### src/rtl/bpl_pkg.sv
// Shared constants and types for the block peak limiter.
// No dependencies; used by every module of the block.
`default_nettype none

package bpl_pkg;

  // Field and datapath widths
  localparam int unsigned SAMPLE_W = 24;
  localparam int unsigned OUT_W    = 18;
  localparam int unsigned DIV_W    = 23;
  localparam int unsigned STEP_W   = 16;
  localparam int unsigned QUO_W    = 17;

  // Block size default
  localparam int unsigned BLOCK_SAMPLES_DEF = 64;

  // Unity gain in Q16 and the largest peak magnitude
  localparam logic [DIV_W-1:0]  UNITY    = DIV_W'(65536);
  localparam logic [DIV_W-1:0]  PEAK_MAX = {DIV_W{1'b1}};
  localparam logic [STEP_W-1:0] STEP_RST = STEP_W'(655);

  // One finished block handed from front to queue
  typedef struct packed {
    logic             valid;
    logic [DIV_W-1:0] divisor;
    logic             active;
  } push_t;

  // Queue status seen by the front
  typedef struct packed {
    logic full;
    logic wr_bank;
  } qstat_t;

  // Oldest pending block seen by the back
  typedef struct packed {
    logic             valid;
    logic             bank;
    logic [DIV_W-1:0] divisor;
    logic             active;
  } head_t;

endpackage

`default_nettype wire

### src/rtl/bpl_front.sv
// Front end: accepts samples, tracks the block peak, updates the divisor.
// Depends on bpl_pkg; feeds bpl_queue and the sample memory in bpl_back.
`default_nettype none

module bpl_front #(
  parameter int unsigned BLOCK_SAMPLES = bpl_pkg::BLOCK_SAMPLES_DEF,
  parameter int unsigned IDX_W         = $clog2(BLOCK_SAMPLES)
) (
  input  wire logic                         clk_i,
  input  wire logic                         rst_ni,
  input  wire logic                         start_i,
  input  wire logic signed [bpl_pkg::SAMPLE_W-1:0] sample_in_i,
  input  wire logic                         release_step_we_i,
  input  wire logic [bpl_pkg::STEP_W-1:0]   release_step_i,
  input  wire bpl_pkg::qstat_t              qstat_i,
  output logic                              busy_o,
  output logic                              mem_we_o,
  output logic [IDX_W:0]                    mem_addr_o,
  output logic [bpl_pkg::SAMPLE_W-1:0]      mem_data_o,
  output bpl_pkg::push_t                    push_o
);

  localparam logic [IDX_W-1:0] LAST_IDX = IDX_W'(BLOCK_SAMPLES - 1);

  logic [IDX_W-1:0]             fill_q, fill_d;
  logic [bpl_pkg::DIV_W-1:0]    peak_q, peak_d;
  logic [bpl_pkg::DIV_W-1:0]    div_q, div_d;
  logic                         act_q, act_d;
  logic [bpl_pkg::STEP_W-1:0]   step_q;
  logic                         accept;
  logic                         last;
  logic [bpl_pkg::SAMPLE_W-1:0] abs_s;
  logic [bpl_pkg::DIV_W-1:0]    mag;
  logic [bpl_pkg::DIV_W-1:0]    blk_peak;
  logic [bpl_pkg::DIV_W-1:0]    excess;

  assign busy_o = qstat_i.full;
  assign accept = start_i && !qstat_i.full;
  assign last   = (fill_q == LAST_IDX);

  // Magnitude of the sample, most negative value saturated
  always_comb begin
    abs_s = sample_in_i[bpl_pkg::SAMPLE_W-1] ? (~sample_in_i + 1'b1) : sample_in_i;
    mag   = abs_s[bpl_pkg::SAMPLE_W-1] ? bpl_pkg::PEAK_MAX : abs_s[bpl_pkg::DIV_W-1:0];
    blk_peak = (mag > peak_q) ? mag : peak_q;
    excess   = div_q - bpl_pkg::UNITY;
  end

  // Sample store write
  assign mem_we_o   = accept;
  assign mem_addr_o = {qstat_i.wr_bank, fill_q};
  assign mem_data_o = sample_in_i;

  // Fill and peak update per accepted sample; divisor update at block end
  always_comb begin
    fill_d = fill_q;
    peak_d = peak_q;
    div_d  = div_q;
    act_d  = act_q;
    if (accept) begin
      if (last) begin
        fill_d = '0;
        peak_d = '0;
        if (blk_peak > div_q) begin
          div_d = blk_peak;
          act_d = 1'b1;
        end else if (div_q > bpl_pkg::UNITY) begin
          if (excess > bpl_pkg::DIV_W'(step_q)) begin
            div_d = div_q - bpl_pkg::DIV_W'(step_q);
          end else begin
            div_d = bpl_pkg::UNITY;
            act_d = 1'b0;
          end
        end
      end else begin
        fill_d = fill_q + 1'b1;
        peak_d = blk_peak;
      end
    end
  end

  assign push_o.valid   = accept && last;
  assign push_o.divisor = div_d;
  assign push_o.active  = act_d;

  always_ff @(posedge clk_i or negedge rst_ni) begin
    if (!rst_ni) begin
      fill_q <= '0;
      peak_q <= '0;
      div_q  <= bpl_pkg::UNITY;
      act_q  <= 1'b0;
      step_q <= bpl_pkg::STEP_RST;
    end else begin
      fill_q <= fill_d;
      peak_q <= peak_d;
      div_q  <= div_d;
      act_q  <= act_d;
      if (release_step_we_i) begin
        step_q <= release_step_i;
      end
    end
  end

endmodule

`default_nettype wire

### src/rtl/bpl_queue.sv
// Two-entry queue of finished blocks; entry index doubles as memory bank.
// Depends on bpl_pkg; sits between bpl_front and bpl_back.
`default_nettype none

module bpl_queue (
  input  wire logic           clk_i,
  input  wire logic           rst_ni,
  input  wire bpl_pkg::push_t push_i,
  input  wire logic           pop_i,
  output bpl_pkg::qstat_t     qstat_o,
  output bpl_pkg::head_t      head_o
);

  logic [bpl_pkg::DIV_W-1:0] div_q [2];
  logic                      act_q [2];
  logic                      wr_ptr_q, rd_ptr_q;
  logic [1:0]                count_q, count_d;

  assign qstat_o.full    = (count_q == 2'd2);
  assign qstat_o.wr_bank = wr_ptr_q;

  assign head_o.valid   = (count_q != 2'd0);
  assign head_o.bank    = rd_ptr_q;
  assign head_o.divisor = div_q[rd_ptr_q];
  assign head_o.active  = act_q[rd_ptr_q];

  // Occupancy
  always_comb begin
    count_d = count_q;
    if (push_i.valid && !pop_i) begin
      count_d = count_q + 2'd1;
    end else if (!push_i.valid && pop_i) begin
      count_d = count_q - 2'd1;
    end
  end

  always_ff @(posedge clk_i or negedge rst_ni) begin
    if (!rst_ni) begin
      wr_ptr_q <= 1'b0;
      rd_ptr_q <= 1'b0;
      count_q  <= 2'd0;
    end else begin
      count_q <= count_d;
      if (push_i.valid) begin
        wr_ptr_q <= ~wr_ptr_q;
      end
      if (pop_i) begin
        rd_ptr_q <= ~rd_ptr_q;
      end
    end
  end

  // Entry payload
  always_ff @(posedge clk_i) begin
    if (push_i.valid) begin
      div_q[wr_ptr_q] <= push_i.divisor;
      act_q[wr_ptr_q] <= push_i.active;
    end
  end

endmodule

`default_nettype wire

### src/rtl/bpl_back.sv
// Back end: holds the two-bank sample memory and divides each sample
// by the block divisor with a restoring divider. Depends on bpl_pkg.
`default_nettype none

module bpl_back #(
  parameter int unsigned BLOCK_SAMPLES = bpl_pkg::BLOCK_SAMPLES_DEF,
  parameter int unsigned IDX_W         = $clog2(BLOCK_SAMPLES)
) (
  input  wire logic                         clk_i,
  input  wire logic                         rst_ni,
  input  wire logic                         mem_we_i,
  input  wire logic [IDX_W:0]               mem_addr_i,
  input  wire logic [bpl_pkg::SAMPLE_W-1:0] mem_data_i,
  input  wire bpl_pkg::head_t               head_i,
  output logic                              pop_o,
  output logic                              out_valid_o,
  output logic signed [bpl_pkg::OUT_W-1:0]  sample_out_o,
  output logic                              limiting_o,
  output logic                              block_end_o
);

  localparam int unsigned MEM_DEPTH = 2 * (2 ** IDX_W);
  localparam logic [IDX_W-1:0] LAST_IDX = IDX_W'(BLOCK_SAMPLES - 1);
  localparam int unsigned CNT_W = $clog2(bpl_pkg::QUO_W);
  localparam logic [CNT_W-1:0] CNT_START = CNT_W'(bpl_pkg::QUO_W - 1);
  localparam logic [bpl_pkg::QUO_W-1:0] Q_MAX = bpl_pkg::QUO_W'(65536);

  typedef enum logic [1:0] {
    S_IDLE,
    S_READ,
    S_SETUP,
    S_DIV
  } state_e;

  logic [bpl_pkg::SAMPLE_W-1:0] mem [MEM_DEPTH];
  logic [bpl_pkg::SAMPLE_W-1:0] rd_data_q;

  state_e                       state_q;
  logic [IDX_W-1:0]             k_q;
  logic [CNT_W-1:0]             cnt_q;
  logic                         neg_q;
  logic [bpl_pkg::DIV_W-1:0]    rem_q;
  logic [bpl_pkg::QUO_W-1:0]    dvd_q;
  logic [bpl_pkg::QUO_W-1:0]    quo_q;
  logic                         strobe_q;
  logic signed [bpl_pkg::OUT_W-1:0] res_q;
  logic                         lim_q;
  logic                         end_q;

  logic [bpl_pkg::SAMPLE_W-1:0] abs_s;
  logic [bpl_pkg::DIV_W:0]      rsh;
  logic [bpl_pkg::DIV_W:0]      rdiff;
  logic                         ge;
  logic [bpl_pkg::DIV_W-1:0]    rem_d;
  logic [bpl_pkg::QUO_W-1:0]    quo_d;
  logic [bpl_pkg::QUO_W-1:0]    quo_sat;
  logic [bpl_pkg::OUT_W-1:0]    res_mag;
  logic                         done;

  // Sample memory: one write port, one registered read port
  always_ff @(posedge clk_i) begin
    if (mem_we_i) begin
      mem[mem_addr_i] <= mem_data_i;
    end
    rd_data_q <= mem[{head_i.bank, k_q}];
  end

  // One restoring division step
  always_comb begin
    abs_s   = rd_data_q[bpl_pkg::SAMPLE_W-1] ? (~rd_data_q + 1'b1) : rd_data_q;
    rsh     = {rem_q, dvd_q[bpl_pkg::QUO_W-1]};
    rdiff   = rsh - {1'b0, head_i.divisor};
    ge      = (rsh >= {1'b0, head_i.divisor});
    rem_d   = ge ? rdiff[bpl_pkg::DIV_W-1:0] : rsh[bpl_pkg::DIV_W-1:0];
    quo_d   = {quo_q[bpl_pkg::QUO_W-2:0], ge};
    quo_sat = (quo_d > Q_MAX) ? Q_MAX : quo_d;
    res_mag = {1'b0, quo_sat};
    done    = (state_q == S_DIV) && (cnt_q == '0);
  end

  assign pop_o = done && (k_q == LAST_IDX);

  // Sequencer and result registers
  always_ff @(posedge clk_i or negedge rst_ni) begin
    if (!rst_ni) begin
      state_q  <= S_IDLE;
      k_q      <= '0;
      cnt_q    <= '0;
      neg_q    <= 1'b0;
      rem_q    <= '0;
      dvd_q    <= '0;
      quo_q    <= '0;
      res_q    <= '0;
      strobe_q <= 1'b0;
      end_q    <= 1'b0;
      lim_q    <= 1'b0;
    end else begin
      strobe_q <= 1'b0;
      unique case (state_q)
        S_IDLE: begin
          if (head_i.valid) begin
            state_q <= S_READ;
          end
        end
        S_READ: begin
          state_q <= S_SETUP;
        end
        S_SETUP: begin
          // quotient fits 17 bits, so the top bits of the dividend seed the remainder
          neg_q   <= rd_data_q[bpl_pkg::SAMPLE_W-1];
          rem_q   <= abs_s[bpl_pkg::SAMPLE_W-1:1];
          dvd_q   <= {abs_s[0], {(bpl_pkg::QUO_W-1){1'b0}}};
          quo_q   <= '0;
          cnt_q   <= CNT_START;
          state_q <= S_DIV;
        end
        S_DIV: begin
          rem_q <= rem_d;
          dvd_q <= {dvd_q[bpl_pkg::QUO_W-2:0], 1'b0};
          quo_q <= quo_d;
          cnt_q <= cnt_q - 1'b1;
          if (done) begin
            strobe_q <= 1'b1;
            res_q    <= neg_q ? -$signed(res_mag) : $signed(res_mag);
            lim_q    <= head_i.active;
            end_q    <= (k_q == LAST_IDX);
            if (k_q == LAST_IDX) begin
              k_q     <= '0;
              state_q <= S_IDLE;
            end else begin
              k_q     <= k_q + 1'b1;
              state_q <= S_READ;
            end
          end
        end
        default: begin
          state_q <= S_IDLE;
        end
      endcase
    end
  end

  assign out_valid_o  = strobe_q;
  assign sample_out_o = res_q;
  assign limiting_o   = lim_q;
  assign block_end_o  = end_q;

endmodule

`default_nettype wire

### src/rtl/block_peak_limiter_core.sv
// Block peak limiter. Samples enter at one per cycle while a buffer bank is free.
// Each result passes through read, setup and a 17-step divider; blocks that queue up
// are separated by one pass through the idle state. With the back end idle, a block's
// first result strobes once idle, read, setup and the divider follow its last sample.
// Two banks: busy is high only while both hold blocks not yet fully emitted.
// Results cannot be stalled. Reset clears control state; the memory is not cleared.
`default_nettype none

module block_peak_limiter_core #(
  parameter int unsigned BLOCK_SAMPLES = bpl_pkg::BLOCK_SAMPLES_DEF
) (
  input  wire logic                                clk_i,
  input  wire logic                                rst_ni,
  input  wire logic                                start_i,
  output logic                                     busy_o,
  input  wire logic signed [bpl_pkg::SAMPLE_W-1:0] sample_in_i,
  input  wire logic                                release_step_we_i,
  input  wire logic [bpl_pkg::STEP_W-1:0]          release_step_i,
  output logic                                     out_valid_o,
  output logic signed [bpl_pkg::OUT_W-1:0]         sample_out_o,
  output logic                                     limiting_o,
  output logic                                     block_end_o
);

  localparam int unsigned IDX_W = $clog2(BLOCK_SAMPLES);

  logic                         mem_we;
  logic [IDX_W:0]               mem_addr;
  logic [bpl_pkg::SAMPLE_W-1:0] mem_data;
  bpl_pkg::push_t               push;
  bpl_pkg::qstat_t              qstat;
  bpl_pkg::head_t               head;
  logic                         pop;

  bpl_front #(
    .BLOCK_SAMPLES(BLOCK_SAMPLES),
    .IDX_W        (IDX_W)
  ) u_front (
    .clk_i            (clk_i),
    .rst_ni           (rst_ni),
    .start_i          (start_i),
    .sample_in_i      (sample_in_i),
    .release_step_we_i(release_step_we_i),
    .release_step_i   (release_step_i),
    .qstat_i          (qstat),
    .busy_o           (busy_o),
    .mem_we_o         (mem_we),
    .mem_addr_o       (mem_addr),
    .mem_data_o       (mem_data),
    .push_o           (push)
  );

  bpl_queue u_queue (
    .clk_i  (clk_i),
    .rst_ni (rst_ni),
    .push_i (push),
    .pop_i  (pop),
    .qstat_o(qstat),
    .head_o (head)
  );

  bpl_back #(
    .BLOCK_SAMPLES(BLOCK_SAMPLES),
    .IDX_W        (IDX_W)
  ) u_back (
    .clk_i       (clk_i),
    .rst_ni      (rst_ni),
    .mem_we_i    (mem_we),
    .mem_addr_i  (mem_addr),
    .mem_data_i  (mem_data),
    .head_i      (head),
    .pop_o       (pop),
    .out_valid_o (out_valid_o),
    .sample_out_o(sample_out_o),
    .limiting_o  (limiting_o),
    .block_end_o (block_end_o)
  );

endmodule

`default_nettype wire

### config.mk
export PLATFORM = sky130hd
export DESIGN_NAME = block_peak_limiter_core
export DESIGN_NICKNAME = d
export VERILOG_FILES = /design/src/rtl/bpl_pkg.sv /design/src/rtl/bpl_front.sv /design/src/rtl/bpl_queue.sv /design/src/rtl/bpl_back.sv /design/src/rtl/block_peak_limiter_core.sv
export SDC_FILE = /design/constraint.sdc
export NUM_CORES = 2
export LEC_CHECK = 0
export ABC_AREA = 1
export BUFFER_PORTS_ARGS = -buffer_cell sky130_fd_sc_hd__buf_2
export CAP_MARGIN = 40
export CELL_PAD_IN_SITES_DETAIL_PLACEMENT = 1
export CELL_PAD_IN_SITES_GLOBAL_PLACEMENT = 1
export CORE_ASPECT_RATIO = 1.75
export CORE_MARGIN = 10
export CORE_UTILIZATION = 53
export DETAILED_ROUTE_END_ITERATION = 8
export PLACE_DENSITY_LB_ADDON = 0.1
export SETUP_SLACK_MARGIN = 0.05
export SLEW_MARGIN = 0
export SYNTH_ARGS = -nofsm -noshare
export SYNTH_HDL_FRONTEND = slang
export SYNTH_HIERARCHICAL = 1
export SYNTH_SLANG_ARGS = --single-unit
### constraint.sdc
create_clock -name clk_i -period 4 [get_ports clk_i]
set_input_delay 0.8 -clock clk_i [delete_from_list [all_inputs] [get_ports clk_i]]
set_output_delay 0.8 -clock clk_i [all_outputs]
set_load 0.01 [all_outputs]
* Word-level counts from Yosys, hierarchy flattened
Memories as Yosys holds them, arrays and structs flattened. A register that Yosys moved wholly into a read port is not among the register bits.
Index checks and enable logic that the tools add are counted.
** Operators by class
- $mul :: 0
- $lt $le $gt $ge :: 6
- $add $sub $neg :: 11
- Bitwise logic cells :: 4
- Equality and inequality tests :: 8
- Reductions and logical operators :: 17
- Shift operators :: 0
- Div/mod/pow operators :: 0
- Mux-type cells :: 36
** Operators with widths (number)
- 2-to-1 mux 23 bit :: 9
- adder 24 x 1 -> 24 bit (second input constant) :: 2
- 2-to-1 mux 24 bit :: 2
- inverter 24 bit :: 2
- greater-than comparator 23 bit :: 2
- case mux 23 bit (2 select lines) :: 1
- case mux 17 bit (2 select lines) :: 1
- case mux 16 bit (2 select lines) :: 1
- greater-or-equal comparator 24 x 23 -> 1 bit :: 1
- greater-than comparator 23 x 16 -> 1 bit :: 1
- greater-than comparator 23 x 17 -> 1 bit (second input constant) :: 1
- subtractor 23 x 16 -> 23 bit :: 1
- subtractor 23 x 17 -> 23 bit (second input constant) :: 1
- subtractor 23 bit :: 1
- 2-to-1 mux 18 bit :: 1
- negation 17 -> 18 bit :: 1
- greater-than comparator 17 bit (second input constant) :: 1
- 2-to-1 mux 17 bit :: 1
- adder 6 x 1 -> 6 bit (second input constant) :: 2
- == test 6 bit (second input constant) :: 2
- 2-to-1 mux 1 bit :: 12
- 2-to-1 mux 6 bit :: 2
- case mux 5 bit (2 select lines) :: 1
- 2-to-1 mux 2 bit :: 4
- 15 further kinds :: 29
** Storage, ports and cells
- Bits in latches :: 0
- Memory bits (writable) :: 3120
- Input bits :: 44
- Bits in read-only memories :: 0
- Output and inout bits :: 22
- Word-level logic and storage cells :: 103
- Bits in registers :: 163
- Memories :: 3
** Memory list
- u_back.mem :: words 128, bits a word 24, read ports 1, clocked after Yosys merged registers in 1, wr ports 1, line bpl_back.sv:35 : logic [bpl_pkg::SAMPLE_W-1:0] mem [MEM_DEPTH];
- u_queue.div_q :: words 2, bits a word 23, read ports 1, clocked after Yosys merged registers in 0, wr ports 1, line bpl_queue.sv:14 : logic [bpl_pkg::DIV_W-1:0] div_q [2];
- u_queue.act_q :: words 2, bits a word 1, read ports 1, clocked after Yosys merged registers in 1, wr ports 1, line bpl_queue.sv:15 : logic act_q [2];

* Longest topological paths before layout
- Depth in word-level cells :: 10
- Depth in mapped cells :: 39
- Mapped depth without buffers :: 37

* Modules after synthesis
The synthesis kept the hierarchy.
** By module, submodules not included
- bpl_back :: area an instance 126871.7 µm², sequential area each 94605.7 µm², instances 1, cells an instance 9678
- bpl_front :: area an instance 7155.6 µm², sequential area each 1735.4 µm², instances 1, cells an instance 1146
- bpl_queue :: area an instance 2055.7 µm², sequential area each 1541.5 µm², instances 1, cells an instance 102

* Worst setup path after synthesis
No wires, ideal clock.
- Path type :: input-to-reg
- Start :: input sample_in_i[1] (netlist bit)
- End :: memory u_queue/div_q[0][10] (netlist bit) (data pin)
- Setup time :: 0.267 ns
- Arrival :: 4.233 ns
- Required time :: 3.733 ns
- Stages :: 34
- Setup slack :: -0.500 ns
- Path buffers :: 3
- Cells stage by stage :: inv_1 > ha_1 > nand2_1 > nor2_1 > nand3_1 > nand2_1 > nand2_1 > nand2_1 > nand3_1 > ha_1 > nand2_1 > nor2_1 > nand2_1 > inv_1 > nand2_1 > nand3_2 > nand2_2 > buf_6 > buf_8 > o21ai_1 > inv_1 > ha_1 > nand2_1 > nor2_1 > nand2_1 > nor2_1 > nand2_1 > nand3_1 > nand2_1 > nand2_1 > inv_1 > clkbuf_1 > nand3_1 > nand2_1
** RTL lines
- start, declared :: line block_peak_limiter_core.sv:16 : input wire logic signed [bpl_pkg::SAMPLE_W-1:0] sample_in_i,
- end, declared :: line bpl_queue.sv:14

==> summary.txt <==
Setup path
  – Reg2reg setup slack: 0.01 ns
  – Worst-path maximum fanout: 5
  – CP dominant cell by count: nand2_4
  – RR Endpoint: u_back/rd_data_q[22]$_DFF_P_
  – FF-to-FF Start: u_back/k_q[0]$_DFFE_PN0P_
  – Crit-path slowest cell: ha_4
  – Reg2reg path depth: 11
  – Max stage delay on crit path: 0.28 ns
  – Crit path launch type: input pin
  – CP required: 4.60 ns
  – Critical path type: input pin to flop
  – Setup crit end kind: flop
  – Worst EP arrival: 4.83 ns

Synthesis
  – Syn_nets: 11,070
  – Cells after Synth: 10,930
  – Register bit total from synthesis: 3,292
  – Async SR Flop Fraction: 4.496%
  – Netlist Area Pre-Place: 0.1361 mm^2
  – Mean post-synth cell area: 12.45 um^2
  – Number of synthesized flops with an enable pin: 3,120
  – Ys Warns: 6
  – Primary FF master, synth: edfxtp_1
  – Library cells used by synthesis: 70
  – Seq/Total Area, Yosys: 71.93%

Outcome
  – Failing checks: setup timing
  – Status: finished, violations left

Layout
  – Layout Cells excl Fill: 14,850
  – Post-layout util: 60.35%
  – Area delta synth->final: 13.57%
  – Layout cells sized above 1: 14.16%
  – Net count, final: 11,410
  – Most frequent cells in the layout: 3,120 x edfxtp_1, 1,875 x nor2_1, 1,743 x o21ai_0, 772 x nand2_1, 632 x buf_4
  – Most common cell after layout, fill and taps aside: edfxtp_1

Clock tree
  – CTS buffer count: 301
  – H-tree levels: 5
  – Clock sink count: 3,292
  – CTS Root Buffer Type: clkbuf_16
  – Insertion delay to the later sink of the worst-skew pair: 0.91 ns
  – Hold Buf Count CTS: 0
  – CTS tree: yes
  – Clock-pin transition on the worst setup and hold timing paths: 0.06 ns
  – Clk buf depth: 4

Floorplanning
  – Full die area: 0.2782 mm^2
  – Die H: 690.3 um
  – I/O pin cnt: 66
  – Initial Util: 53.14%
  – Chip Width: 403.0 um
  – FP Rows: 246
  – Core ar.: 0.2561 mm^2

Routing
  – Vias: 97,140
  – DRT Pass-1 Iters: 5
  – Drt total wl: 484,500 um
  – Drt drc: 0
  – WL/cell: 32.63 um
  – Post-DR vias/cell: 6.541
  – Routed Antenna Nets: 0
  – Initial DRC count: 9,919

STA
  – Crit path time final: 4.233 ns
  – Final setup vio count: 72
  – Maximum clock frequency: 0.2363 GHz
  – Pins over their slew limit: 0
  – Worst slew pin tran: 1.069 ns
  – Final Hold Vio Count: 0
  – Worst rel slew slack: 28.73%
  – RSZ-0062 raised after global routing: true
  – Clock skew: 0.06821 ns
  – Crit share post-route: 105.8%
  – Hold WS: 0.02927 ns
  – Setup ws final: -0.2327 ns

Worst hold path
  – Hold WC Path Type: input pin to asynchronous set/reset pin

Power
  – Lkg Pwr: 0.05229 uW
  – PwrDens: 689.6 mW/mm^2
  – Max VDD drop: 0.5171 mV

Job
  – Max-Cap Viols: 0

Placed design
  – Post-DP HPWL: 305,500 um
  – Placer Congestion: 0.9111
  – Port bufs: 65
  – Placed Instances: 14,270

Global route
  – Global-route wire length before repair: 699,100 um
  – Largest net degree at the start of global routing: 135
  – Total track usage: 33.96%
  – Vias in the first global route: 102,200
  – Initial antenna violation count: 38
  – Total gr overflow: 0
## per-layer routing
metal  wire length (um)  global-route usage (%)
met2             242100                   57.95
met1             166700                   39.66
met4              38530                   22.77
met3              37080                   5.061
met5                 95                       0
## critical path, delay by kind of cell
kind / cells / cell delay (ns)
adders and majority gates: 3 / 0.66
and+or+nand+nor: 19 / 1.88
buffers and inverters: 11 / 1.32
AOI/OAI and AO/OA: 1 / 0.13
## what timing repair did
action	CTS	global route
gates resized for setup	169	43
setup buffers	24	7
hold endpoints to repair	0	0
cloned	7	2
pin swaps	89	23
endpoints found under the setup margin	78	78
## cell families after synthesis
family	synth area share, %
AOI/OAI and AO/OA	13.02
xor gates and xnor gates	0.2961
adders and majority gates	0.9397
buffers and inverters	3.750
DFF	71.93
muxes	0.2666
and+or+nand+nor	9.796
## worst max path at each step
stage	from	endpoint	slack, ns	cells past startpoint
4_1_cts	sample_in_i[1]	u_queue/div_q[0][19]$_DFFE_PP_	-0.18	33
3_5_place_dp	sample_in_i[3]	u_queue/div_q[1][12]$_DFFE_PP_	-1.50	30
2_1_floorplan	sample_in_i[1]	u_queue/div_q[0][21]$_DFFE_PP_	-0.32	32
3_3_place_gp	sample_in_i[3]	u_queue/div_q[0][12]$_DFFE_PP_	-1.41	27
6_report	sample_in_i[1]	u_queue/div_q[0][11]$_DFFE_PP_	-0.23	34
5_1_grt	sample_in_i[20]	u_queue/div_q[0][11]$_DFFE_PP_	-0.47	34
## Yosys cell counts, drive strengths merged (44+ instances only)
cell	count	area share, %
nand3	304	1.1
nand2	857	2.4
o21ai	1856	6.8
o211ai	120	0.67
o22ai	489	2.2
ha	99	0.91
buf	397	1.9
a21oi	140	0.51
clkbuf	363	1.0
nor3	44	0.18
dfrtp	141	2.6
inv	316	0.88
nor2	2044	5.7
edfxtp	3120	69
o221ai	350	2.3
## state kept, by name, summed over array words and instances, names as in the netlist, 5 cells and up
register             cells
u_queue/div_q           46
u_front/step_q          16
u_back/sample_out_o     18
u_back/k_q               6
u_back/cnt_q             5
u_front/fill_q           6
u_front/div_q           23
u_front/peak_q          23
u_back/rd_data_q        24
u_back/rem_q            23
u_back/mem            3072
u_back/quo_q            16
## through the flow
| step | instance area [um^2] | setup TNS [ns] | power [uW] | setup WS (ns) |
|---|---|---|---|---|
| 2_1_floorplan | 136600 | -16.12 | 61140 | -0.3154 |
| 3_3_place_gp | 143600 | -96.47 | 75350 | -1.411 |
| 3_5_place_dp | 143900 | -98.53 | 76880 | -1.498 |
| 4_1_cts | 154200 | -6.115 | 105800 | -0.1833 |
| 5_1_grt | 154500 | -28.39 | 110500 | -0.4660 |
| 6_report | 154500 | -10.23 | 106600 | -0.2327 |
## power breakdown
group          switching (uW)  internal [uW]  leakage [uW]
clock                   12900          15300       0.00454
sequential               1280          39000        0.0301
combinational           27000          11100        0.0176
## layout make-up
cell class / instances / area (um^2)
Antenna cell: 10 / 25.02
Clock buffer: 390 / 8189
Clock inverter: 141 / 1047
Fill cell: 25020 / 101500
Inverter: 320 / 1290
Multi-Input combinational cell: 6554 / 34660
Sequential cell: 3292 / 97900
Tap cell: 3348 / 4189
Timing Repair Buffer: 793 / 7222
Timing Repair inverter: 2 / 27.53
No activity file was read; power rests on OpenSTA's default activity.
